===== config.mk =====
export PLATFORM = sky130hd
export DESIGN_NAME = color_bar_pattern_generator_core
export DESIGN_NICKNAME = d
export VERILOG_FILES = /design/src/rtl/cbp_pkg.sv /design/src/rtl/cbp_cfg_regs.sv /design/src/rtl/cbp_ctrl.sv /design/src/rtl/cbp_datapath.sv /design/src/rtl/color_bar_pattern_generator_core.sv
export SDC_FILE = /design/constraint.sdc
export NUM_CORES = 1
export LEC_CHECK = 0
export BUFFER_PORTS_ARGS = -buffer_cell sky130_fd_sc_hd__buf_4
export CAP_MARGIN = 20
export CORE_UTILIZATION = 30
export DETAILED_ROUTE_END_ITERATION = 12
export HOLD_SLACK_MARGIN = 0.05
export PLACE_DENSITY = 0.55
export SLEW_MARGIN = 5
export SYNTH_ARGS = -nofsm -noshare
export SYNTH_HDL_FRONTEND = slang
export SYNTH_SLANG_ARGS = --single-unit

===== constraint.sdc =====
create_clock -name clk -period 11.4 [get_ports clk]
set_input_delay 1.14 -clock clk [delete_from_list [all_inputs] [get_ports clk]]
set_output_delay 1.14 -clock clk [all_outputs]
set_load 0.1 [all_outputs]

===== src/rtl/cbp_pkg.sv =====
// shared types, constants and functions of the color bar pattern generator
`timescale 1ns / 1ps

package cbp_pkg;

  localparam int MAX_DIM    = 4096;
  localparam int DIM_W      = 13;   // holds MAX_DIM itself
  localparam int POS_W      = 12;   // pixel coordinate
  localparam int BAR_BITS   = 3;    // bar index, wraps modulo 8
  localparam int OFFSET_W   = 26;
  localparam int WORD_W     = 32;
  localparam int CFG_IDX_W  = 3;
  localparam int CFG_DATA_W = 15;

  // register indexes
  localparam logic [CFG_IDX_W-1:0] REG_WIDTH    = 3'd0;
  localparam logic [CFG_IDX_W-1:0] REG_HEIGHT   = 3'd1;
  localparam logic [CFG_IDX_W-1:0] REG_STRIDE   = 3'd2;
  localparam logic [CFG_IDX_W-1:0] REG_DEPTH    = 3'd3;
  localparam logic [CFG_IDX_W-1:0] REG_OFFSETS  = 3'd4;
  localparam logic [CFG_IDX_W-1:0] REG_LENGTHS  = 3'd5;

  localparam logic [23:0] WHITE = 24'hFFFFFF;

  localparam logic [23:0] BAR_COLORS [8] = '{
    24'hFF0000, 24'h00FF00, 24'h0000FF, 24'hFFFFFF,
    24'hFFFF00, 24'h00FFFF, 24'hFF00FF, 24'h000000
  };

  typedef struct packed {
    logic [12:0] width_pixels;
    logic [12:0] height_pixels;
    logic [14:0] stride_bytes;
    logic        depth_mode;
    logic [14:0] channel_offsets;
    logic [11:0] channel_lengths;
  } cfg_t;

  typedef struct packed {
    logic load;      // take the input word, set up coordinates
    logic div_step;  // one quotient bit of the bar index
    logic store;     // write the result into the output register
  } cmd_t;

  function automatic logic [DIM_W-1:0] clamp_dim(logic [DIM_W-1:0] v);
    logic [DIM_W-1:0] r;
    r = v;
    if (v == '0) begin
      r = DIM_W'(1);
    end else if (v > DIM_W'(MAX_DIM)) begin
      r = DIM_W'(MAX_DIM);
    end
    return r;
  endfunction

  function automatic logic [WORD_W-1:0] pack_channel(logic [7:0] v, logic [3:0] len,
                                                     logic [4:0] off);
    logic [3:0] l;
    logic [7:0] t;
    l = (len > 4'd8) ? 4'd8 : len;
    t = v >> (4'd8 - l);
    return {24'd0, t} << off;
  endfunction

  function automatic logic [WORD_W-1:0] pack_color(logic [23:0] rgb, logic [11:0] lens,
                                                   logic [14:0] offs);
    return pack_channel(rgb[23:16], lens[11:8], offs[14:10])
         | pack_channel(rgb[15:8],  lens[7:4],  offs[9:5])
         | pack_channel(rgb[7:0],   lens[3:0],  offs[4:0]);
  endfunction

endpackage


===== src/rtl/cbp_cfg_regs.sv =====
// configuration register bank
`timescale 1ns / 1ps

module cbp_cfg_regs (
  input  logic                         clk,
  input  logic                         rst_n,
  input  logic                         wr_en,
  input  logic [cbp_pkg::CFG_IDX_W-1:0]  wr_index,
  input  logic [cbp_pkg::CFG_DATA_W-1:0] wr_data,
  output cbp_pkg::cfg_t                cfg
);
  import cbp_pkg::*;

  cfg_t cfg_r;

  always_ff @(posedge clk) begin
    if (!rst_n) begin
      cfg_r.width_pixels    <= 13'd640;
      cfg_r.height_pixels   <= 13'd480;
      cfg_r.stride_bytes    <= 15'd2560;
      cfg_r.depth_mode      <= 1'b1;
      cfg_r.channel_offsets <= 15'd16392;
      cfg_r.channel_lengths <= 12'd2184;
    end else if (wr_en) begin
      case (wr_index)
        REG_WIDTH:   cfg_r.width_pixels    <= wr_data[12:0];
        REG_HEIGHT:  cfg_r.height_pixels   <= wr_data[12:0];
        REG_STRIDE:  cfg_r.stride_bytes    <= wr_data[14:0];
        REG_DEPTH:   cfg_r.depth_mode      <= wr_data[0];
        REG_OFFSETS: cfg_r.channel_offsets <= wr_data[14:0];
        REG_LENGTHS: cfg_r.channel_lengths <= wr_data[11:0];
        default: ;
      endcase
    end
  end

  assign cfg = cfg_r;

endmodule


===== src/rtl/cbp_ctrl.sv =====
// sequencing controller: load, bar index steps, output register handoff
`timescale 1ns / 1ps

module cbp_ctrl (
  input  logic          clk,
  input  logic          rst_n,
  input  logic          in_valid,
  output logic          in_stall,
  output logic          out_valid,
  input  logic          out_stall,
  output cbp_pkg::cmd_t cmd
);
  import cbp_pkg::*;

  localparam logic [1:0] ST_IDLE = 2'd0;
  localparam logic [1:0] ST_DIV  = 2'd1;
  localparam logic [1:0] ST_FIN  = 2'd2;

  localparam int STEP_W = $clog2(BAR_BITS);

  logic [1:0]        state_r, state_nxt;
  logic [STEP_W-1:0] step_r, step_nxt;
  logic              out_valid_r, out_valid_nxt;
  logic              out_free;

  assign out_free = !out_valid_r || !out_stall;

  always_comb begin
    state_nxt     = state_r;
    step_nxt      = step_r;
    out_valid_nxt = out_valid_r && out_stall;
    cmd           = '0;
    case (state_r)
      ST_IDLE: begin
        if (in_valid) begin
          cmd.load  = 1'b1;
          step_nxt  = '0;
          state_nxt = ST_DIV;
        end
      end
      ST_DIV: begin
        cmd.div_step = 1'b1;
        step_nxt     = step_r + STEP_W'(1);
        if (step_r == STEP_W'(BAR_BITS - 1)) begin
          state_nxt = ST_FIN;
        end
      end
      ST_FIN: begin
        if (out_free) begin
          cmd.store     = 1'b1;
          out_valid_nxt = 1'b1;
          state_nxt     = ST_IDLE;
        end
      end
      default: begin
        state_nxt = ST_IDLE;
      end
    endcase
  end

  always_ff @(posedge clk) begin
    if (!rst_n) begin
      state_r     <= ST_IDLE;
      step_r      <= '0;
      out_valid_r <= 1'b0;
    end else begin
      state_r     <= state_nxt;
      step_r      <= step_nxt;
      out_valid_r <= out_valid_nxt;
    end
  end

  assign in_stall  = (state_r != ST_IDLE);
  assign out_valid = out_valid_r;

endmodule


===== src/rtl/cbp_datapath.sv =====
// raster counters, bar index divider, offset and pixel packing, output register
`timescale 1ns / 1ps

module cbp_datapath (
  input  logic                        clk,
  input  logic                        rst_n,
  input  cbp_pkg::cmd_t               cmd,
  input  cbp_pkg::cfg_t               cfg,
  input  logic                        restart_frame,
  output logic [cbp_pkg::POS_W-1:0]    pixel_x,
  output logic [cbp_pkg::POS_W-1:0]    pixel_y,
  output logic [cbp_pkg::OFFSET_W-1:0] byte_offset,
  output logic [cbp_pkg::WORD_W-1:0]   pixel_word,
  output logic                        wide_write,
  output logic                        frame_last
);
  import cbp_pkg::*;

  localparam int REM_W = DIM_W + 1;

  logic [DIM_W-1:0]    w, h;
  logic [POS_W-1:0]    col_r, row_r, col_nxt, row_nxt;
  logic [POS_W-1:0]    xs, ys;
  logic [DIM_W-1:0]    x1, y1;
  logic                edge_c, last_c;
  logic [OFFSET_W-1:0] offs_c;

  logic [POS_W-1:0]    x_r, y_r;
  logic                edge_r, last_r;
  logic [OFFSET_W-1:0] offs_r;
  logic [REM_W-1:0]    rem_r, rem2;
  logic [BAR_BITS-1:0] quo_r;
  logic [23:0]         rgb;
  logic [WORD_W-1:0]   word_c;

  logic [POS_W-1:0]    ox_r, oy_r;
  logic [OFFSET_W-1:0] ooffs_r;
  logic [WORD_W-1:0]   oword_r;
  logic                owide_r, olast_r;

  assign w = clamp_dim(cfg.width_pixels);
  assign h = clamp_dim(cfg.height_pixels);

  // counters past a shrunk frame, or on a frame restart, fold back to zero
  assign xs = (restart_frame || ({1'b0, col_r} >= w)) ? '0 : col_r;
  assign ys = (restart_frame || ({1'b0, row_r} >= h)) ? '0 : row_r;
  assign x1 = {1'b0, xs} + DIM_W'(1);
  assign y1 = {1'b0, ys} + DIM_W'(1);

  assign edge_c = (xs == '0) || (ys == '0) || (x1 == w) || (y1 == h);
  assign last_c = (x1 == w) && (y1 == h);

  assign offs_c = OFFSET_W'(ys) * OFFSET_W'(cfg.stride_bytes)
                + (cfg.depth_mode ? OFFSET_W'({xs, 2'b00}) : OFFSET_W'({xs, 1'b0}));

  always_comb begin
    col_nxt = x1[POS_W-1:0];
    row_nxt = ys;
    if (x1 >= w) begin
      col_nxt = '0;
      row_nxt = (y1 >= h) ? '0 : y1[POS_W-1:0];
    end
  end

  assign rem2 = {rem_r[REM_W-2:0], 1'b0};

  assign rgb    = edge_r ? WHITE : BAR_COLORS[quo_r];
  assign word_c = pack_color(rgb, cfg.channel_lengths, cfg.channel_offsets);

  always_ff @(posedge clk) begin
    if (!rst_n) begin
      col_r <= '0;
      row_r <= '0;
    end else if (cmd.load) begin
      col_r <= col_nxt;
      row_r <= row_nxt;
    end
  end

  always_ff @(posedge clk) begin
    if (cmd.load) begin
      x_r    <= xs;
      y_r    <= ys;
      edge_r <= edge_c;
      last_r <= last_c;
      offs_r <= offs_c;
      rem_r  <= {{(REM_W - POS_W){1'b0}}, xs};
      quo_r  <= '0;
    end else if (cmd.div_step) begin
      // restoring step of floor(x * 8 / w), x < w
      if (rem2 >= {1'b0, w}) begin
        rem_r <= rem2 - {1'b0, w};
        quo_r <= {quo_r[BAR_BITS-2:0], 1'b1};
      end else begin
        rem_r <= rem2;
        quo_r <= {quo_r[BAR_BITS-2:0], 1'b0};
      end
    end
  end

  always_ff @(posedge clk) begin
    if (cmd.store) begin
      ox_r    <= x_r;
      oy_r    <= y_r;
      ooffs_r <= offs_r;
      oword_r <= cfg.depth_mode ? word_c : {16'd0, word_c[15:0]};
      owide_r <= cfg.depth_mode;
      olast_r <= last_r;
    end
  end

  assign pixel_x     = ox_r;
  assign pixel_y     = oy_r;
  assign byte_offset = ooffs_r;
  assign pixel_word  = oword_r;
  assign wide_write  = owide_r;
  assign frame_last  = olast_r;

endmodule


===== src/rtl/color_bar_pattern_generator_core.sv =====
// top level of the color bar test pattern generator
`timescale 1ns / 1ps
//
// raster test pattern source: every input word asks for one pixel
// in_restart_frame = 0 gives the next pixel, 1 restarts the frame at (0,0)
// each output word carries x, y, byte offset (y*stride + x*2 or x*4),
// the packed pixel, the store width and a last-of-frame mark
// the outer one-pixel border is white, inside are eight vertical bars
// input: in_valid / in_stall, accepted when valid is high and stall is low
// output: out_valid / out_stall, the word is held while out_stall is high
// config: cfg_valid / cfg_ready (always ready), cfg_index selects the register;
//   write only while no pixel is in flight
// an accepted word passes the load step, the 3-step bar index divider
//   (floor(x*8/width), one quotient bit a cycle) and the store into the
//   output register, which raises out_valid; the next input word is taken only after that store
// an output word waiting on out_stall does not block the next input word,
//   which then waits in its final step until the output register frees
// reset (rst_n low, synchronous): counters go to (0,0), registers to defaults,
//   output valid drops
//
module color_bar_pattern_generator_core (
  input  logic                         clk,
  input  logic                         rst_n,
  // input channel
  input  logic                         in_valid,
  output logic                         in_stall,
  input  logic                         in_restart_frame,
  // output channel
  output logic                         out_valid,
  input  logic                         out_stall,
  output logic [cbp_pkg::POS_W-1:0]    out_pixel_x,
  output logic [cbp_pkg::POS_W-1:0]    out_pixel_y,
  output logic [cbp_pkg::OFFSET_W-1:0] out_byte_offset,
  output logic [cbp_pkg::WORD_W-1:0]   out_pixel_word,
  output logic                         out_wide_write,
  output logic                         out_frame_last,
  // configuration write channel
  input  logic                         cfg_valid,
  output logic                         cfg_ready,
  input  logic [cbp_pkg::CFG_IDX_W-1:0]  cfg_index,
  input  logic [cbp_pkg::CFG_DATA_W-1:0] cfg_data
);
  import cbp_pkg::*;

  cfg_t cfg;
  cmd_t cmd;

  // register bank never pushes back
  assign cfg_ready = 1'b1;

  cbp_cfg_regs u_cfg (
    .clk      (clk),
    .rst_n    (rst_n),
    .wr_en    (cfg_valid && cfg_ready),
    .wr_index (cfg_index),
    .wr_data  (cfg_data),
    .cfg      (cfg)
  );

  // sequencer: idle, divider steps, handoff to the output register
  cbp_ctrl u_ctrl (
    .clk       (clk),
    .rst_n     (rst_n),
    .in_valid  (in_valid),
    .in_stall  (in_stall),
    .out_valid (out_valid),
    .out_stall (out_stall),
    .cmd       (cmd)
  );

  // counters, divider, offset multiply and color packing
  cbp_datapath u_dp (
    .clk           (clk),
    .rst_n         (rst_n),
    .cmd           (cmd),
    .cfg           (cfg),
    .restart_frame (in_restart_frame),
    .pixel_x       (out_pixel_x),
    .pixel_y       (out_pixel_y),
    .byte_offset   (out_byte_offset),
    .pixel_word    (out_pixel_word),
    .wide_write    (out_wide_write),
    .frame_last    (out_frame_last)
  );

endmodule


==> flow_metrics.py <==
metrics = {
    "status": {
        "status": "completed",
    },
    "critical_path": {
        "cpMostUsedCell": "fa_1",
        "critPathBufInv": 5,
        "slowest_stage": "o22ai_4",
        "cp-start-kind": "flip-flop",
        "crit_fanout": 61,
        "crit_type": "flip-flop to flip-flop",
        "cp_top_family": "adder cells",
        "cp.arrival_ps": 8820,
        "end_kind": "flip-flop",
        "reg2reg_slack_ps": 2920,
        "required_ps": 11740,
        "max_stage_delay_ps": 580,
    },
    "placed_design": {
        "globalplace.congestion": 0.902,
        "dpl.hpwl_microns": 43100,
        "place_area_sq_um": 21300,
        "portBuffers": 109,
    },
    "drt": {
        "drt_iter0_drc": 1195,
        "drt-pass1-iter-count": 5,
        "routed_wl_microns": 56600,
        "drt-vias-per-instance": 5.11,
        "num_vias": 15700,
        "wl_per_cell_microns": 18.4,
        "post-route-drc-count": 0,
        "antenna_left": 0,
    },
    "power": {
        "p_switching_uw": 703,
        "netSwitchingFraction": 0.288,
        "sequentialPowerShare": 0.430,
        "vdd_drop_max_v": 0.000118,
        "p_per_area_nw_per_um2": 110,
        "p_comb_frac": 0.184,
        "power.total_mw": 2.44,
        "p_int_mw": 1.74,
        "p_leak_nw": 9.88,
        "p_clk_frac": 0.387,
    },
    "logic_synthesis": {
        "ys.flop_type": "edfxtp_1",
        "seq_area_frac_synth": 0.330,
        "ys_warn_count": 0,
        "synth_edf_count": 148,
        "synth-seq-cells": 250,
        "yosysUniqueCellTypes": 76,
        "syn_inst": 2159,
        "synthTopCellsByArea": "edfxtp_1 (23%), fa_1 (15%), dfxtp_1 (10%)",
        "synth_area_sq_um": 19700,
        "synth.top_cell.area_share": 0.226,
        "async_flop_share": 0,
        "yosysTopAreaCell": "edfxtp_1",
        "synth_nets": 2463,
        "synth_area_per_cell_sq_um": 9.11,
    },
    "timing": {
        "tns_ps": 0,
        "setup_viol": 0,
        "worstMarginPinSlew_ps": 1140,
        "skew_ps": 17.8,
        "fmax_mhz": 118,
        "slew_headroom": 0.239,
        "final-hold-violation-count": 0,
        "rsz0062_at_grt": "false",
        "fin_crit_sh": 0.744,
        "layout_min_cycle_time_ps": 8480,
        "maxSlewViolCount": 0,
    },
    "global_routing": {
        "track_usage": 0.168,
        "grt_pass1_vias": 15500,
        "grt_pass1_wl_microns": 88400,
        "grt_max_degree": 83,
        "antenna_found_initial": 1,
        "grt_remaining_overflow": 0,
    },
    "floorplanning": {
        "core-area_sq_um": 64600,
        "die_y_microns": 258,
        "die_area_sq_um": 66600,
        "io_pins": 111,
        "initial_utilization": 0.305,
        "die_w_microns": 258,
        "row_count": 93,
    },
    "clock_tree": {
        "cts_hold_buf": 0,
        "cts_resized": 0,
        "htreeDepth": 1,
        "cts_tree": "yes",
        "post-cts-setup-buffer-count": 0,
        "clockRootBuffer": "clkbuf_16",
        "worstSkewPairLatency_ps": 600,
        "cts_buffers": 29,
        "cts_buffer_depth": 3,
        "clk_pin_slew_ps": 60,
        "clock-sinks": 250,
    },
    "worst_hold_path": {
        "hold_path.class": "flip-flop to flip-flop",
    },
    "cells_and_area": {
        "fin_util": 0.344,
        "postLayoutCellArea_sq_um": 22200,
        "layout-drive-gt1-share": 0.0858,
        "nNetsFinal": 2498,
        "syn2layout_area_growth_pct": 12.9,
        "n_antenna_cell": 0,
    },
    "flow_run": {
        "maxCapViolations": 0,
    },
}
## Yosys cell counts, types with 4 or more instances
| cell type | instances |
|---|---|
| nor2b_1 | 18 |
| nand2b_1 | 24 |
| nor3_1 | 36 |
| a211oi_1 | 11 |
| o311ai_0 | 4 |
| nor4_1 | 8 |
| inv_1 | 236 |
| buf_2 | 5 |
| a22o_1 | 14 |
| dfxtp_1 | 102 |
| nand3_1 | 64 |
| nor2_1 | 90 |
| o211ai_1 | 5 |
| or3_1 | 6 |
| xor2_1 | 19 |
| o31ai_1 | 14 |
| mux2i_1 | 13 |
| nor3b_1 | 9 |
| a31oi_1 | 17 |
| and2_1 | 39 |
| or4_1 | 5 |
| a21boi_0 | 63 |
| o21bai_1 | 5 |
| o21a_1 | 16 |
| a22oi_1 | 13 |
| nand4_1 | 17 |
| ha_1 | 137 |
| o21ai_0 | 69 |
| a2111oi_0 | 5 |
| edfxtp_1 | 148 |
| nand2_1 | 350 |
| a21o_1 | 30 |
| a21oi_1 | 78 |
| fa_1 | 143 |
| xnor2_1 | 40 |
| o22ai_1 | 10 |
| o221ai_1 | 9 |
| and3_1 | 110 |
| clkbuf_1 | 111 |
| a221oi_1 | 6 |
| and4_1 | 4 |
## path summary, 6_finish.rpt
kind | startpoint | to | cells after the start
setup / recovery | u_cfg.cfg[44]$_SDFFE_PN0P_ | u_dp.offs_r[24]$_DFFE_PP_ | 28
hold / removal | u_dp.offs_r[4]$_DFFE_PP_ | u_dp.byte_offset[4]$_DFFE_PP_ | 0
setup reg to reg | u_cfg.cfg[44]$_SDFFE_PN0P_ | u_dp.offs_r[24]$_DFFE_PP_ | 28
hold reg to reg | u_dp.offs_r[4]$_DFFE_PP_ | u_dp.byte_offset[4]$_DFFE_PP_ | 0
## flip-flops by register name (all words and copies together), names as in the netlist, 3 cells and up
name	cells
u_dp.offs_r	26
u_dp.pixel_y	12
u_dp.rem_r	13
u_dp.pixel_word	32
u_dp.x_r	12
u_dp.pixel_x	12
u_dp.quo_r	3
u_cfg.cfg	69
u_dp.col_r	12
u_dp.row_r	12
u_dp.y_r	12
u_dp.byte_offset	26
## cell usage in the layout (no fill, tap or decap), types with 16 or more instances in the layout
| cell type | synthesis | final |
|---|---|---|
| ha_1 | 137 | 137 |
| and3_1 | 110 | 110 |
| nand4_1 | 17 | 17 |
| and2_1 | 39 | 39 |
| buf_4 | 1 | 123 |
| o21a_1 | 16 | 16 |
| nor2b_1 | 18 | 18 |
| xnor2_1 | 40 | 40 |
| nor2_1 | 90 | 90 |
| inv_1 | 236 | 235 |
| clkbuf_16 | 0 | 30 |
| o21ai_0 | 69 | 69 |
| a21o_1 | 30 | 30 |
| nand2_1 | 350 | 350 |
| edfxtp_1 | 148 | 148 |
| nor3_1 | 36 | 35 |
| xor2_1 | 19 | 19 |
| nand3_1 | 64 | 64 |
| a21boi_0 | 63 | 63 |
| dfxtp_1 | 102 | 102 |
| fa_1 | 143 | 143 |
| a21oi_1 | 78 | 77 |
| a31oi_1 | 17 | 17 |
| nand2b_1 | 24 | 24 |
## cells by family after synthesis
logic type                 count (synthesis)  synth area share
and+or+nand+nor                          789             0.191
AOI/OAI and AO/OA                        405             0.142
buffers and inverters                    359            0.0695
adders and majority gates                281             0.233
DFF                                      250             0.330
xor gates and xnor gates                  60            0.0271
muxes                                     14           0.00719
other                                      1          0.000191
## power groups by stage
stage | logic (mW) | registers [mW] | clock network [mW]
final | 0.449 | 1.05 | 0.945
after global routing | 0.493 | 1.05 | 1.01
after CTS | 0.448 | 1.05 | 0.976
after detailed placement | 0.446 | 1.07 | 0
after global placement | 0.437 | 1.07 | 0
after floorplan | 0.347 | 1.05 | 0
## metrics by stage
stage               worst slack [ps]  hold slack (ps)  cells
global placement                3010              403   3015
CTS                             2850              407   3070
global route                    2200              418   3070
detailed placement              2910              405   3018
floorplan                       4220              400   2159
finish                          2920              416   3070
## routing by layer
layer  vias up  wire (microns)  track usage
met1      7658           25600        0.231
met2       474           25900        0.270
met5         -               9            0
met4         2            1850       0.0597
li1       7460               -            -
met3        97            3250       0.0213
## worst reg2reg max path, delay by kind of cell (launching register included)
kind,cells,cell delay [ps]
buf+inv,5,720
compound gates,10,2640
xor+xnor,1,130
flops,1,320
fa+ha+maj,7,3320
simple gates,5,1080
## layout make-up
cell class | instances | area, sq um
flip-flops and latches | 250 | 6490
repair buffers | 126 | 958
well taps | 855 | 1070
fillers | 6597 | 42400
clock buffers | 39 | 816
multi-input cells | 1550 | 11900
inverters | 237 | 890
clock inverters | 13 | 139
No activity file was read; power rests on OpenSTA's default activity.
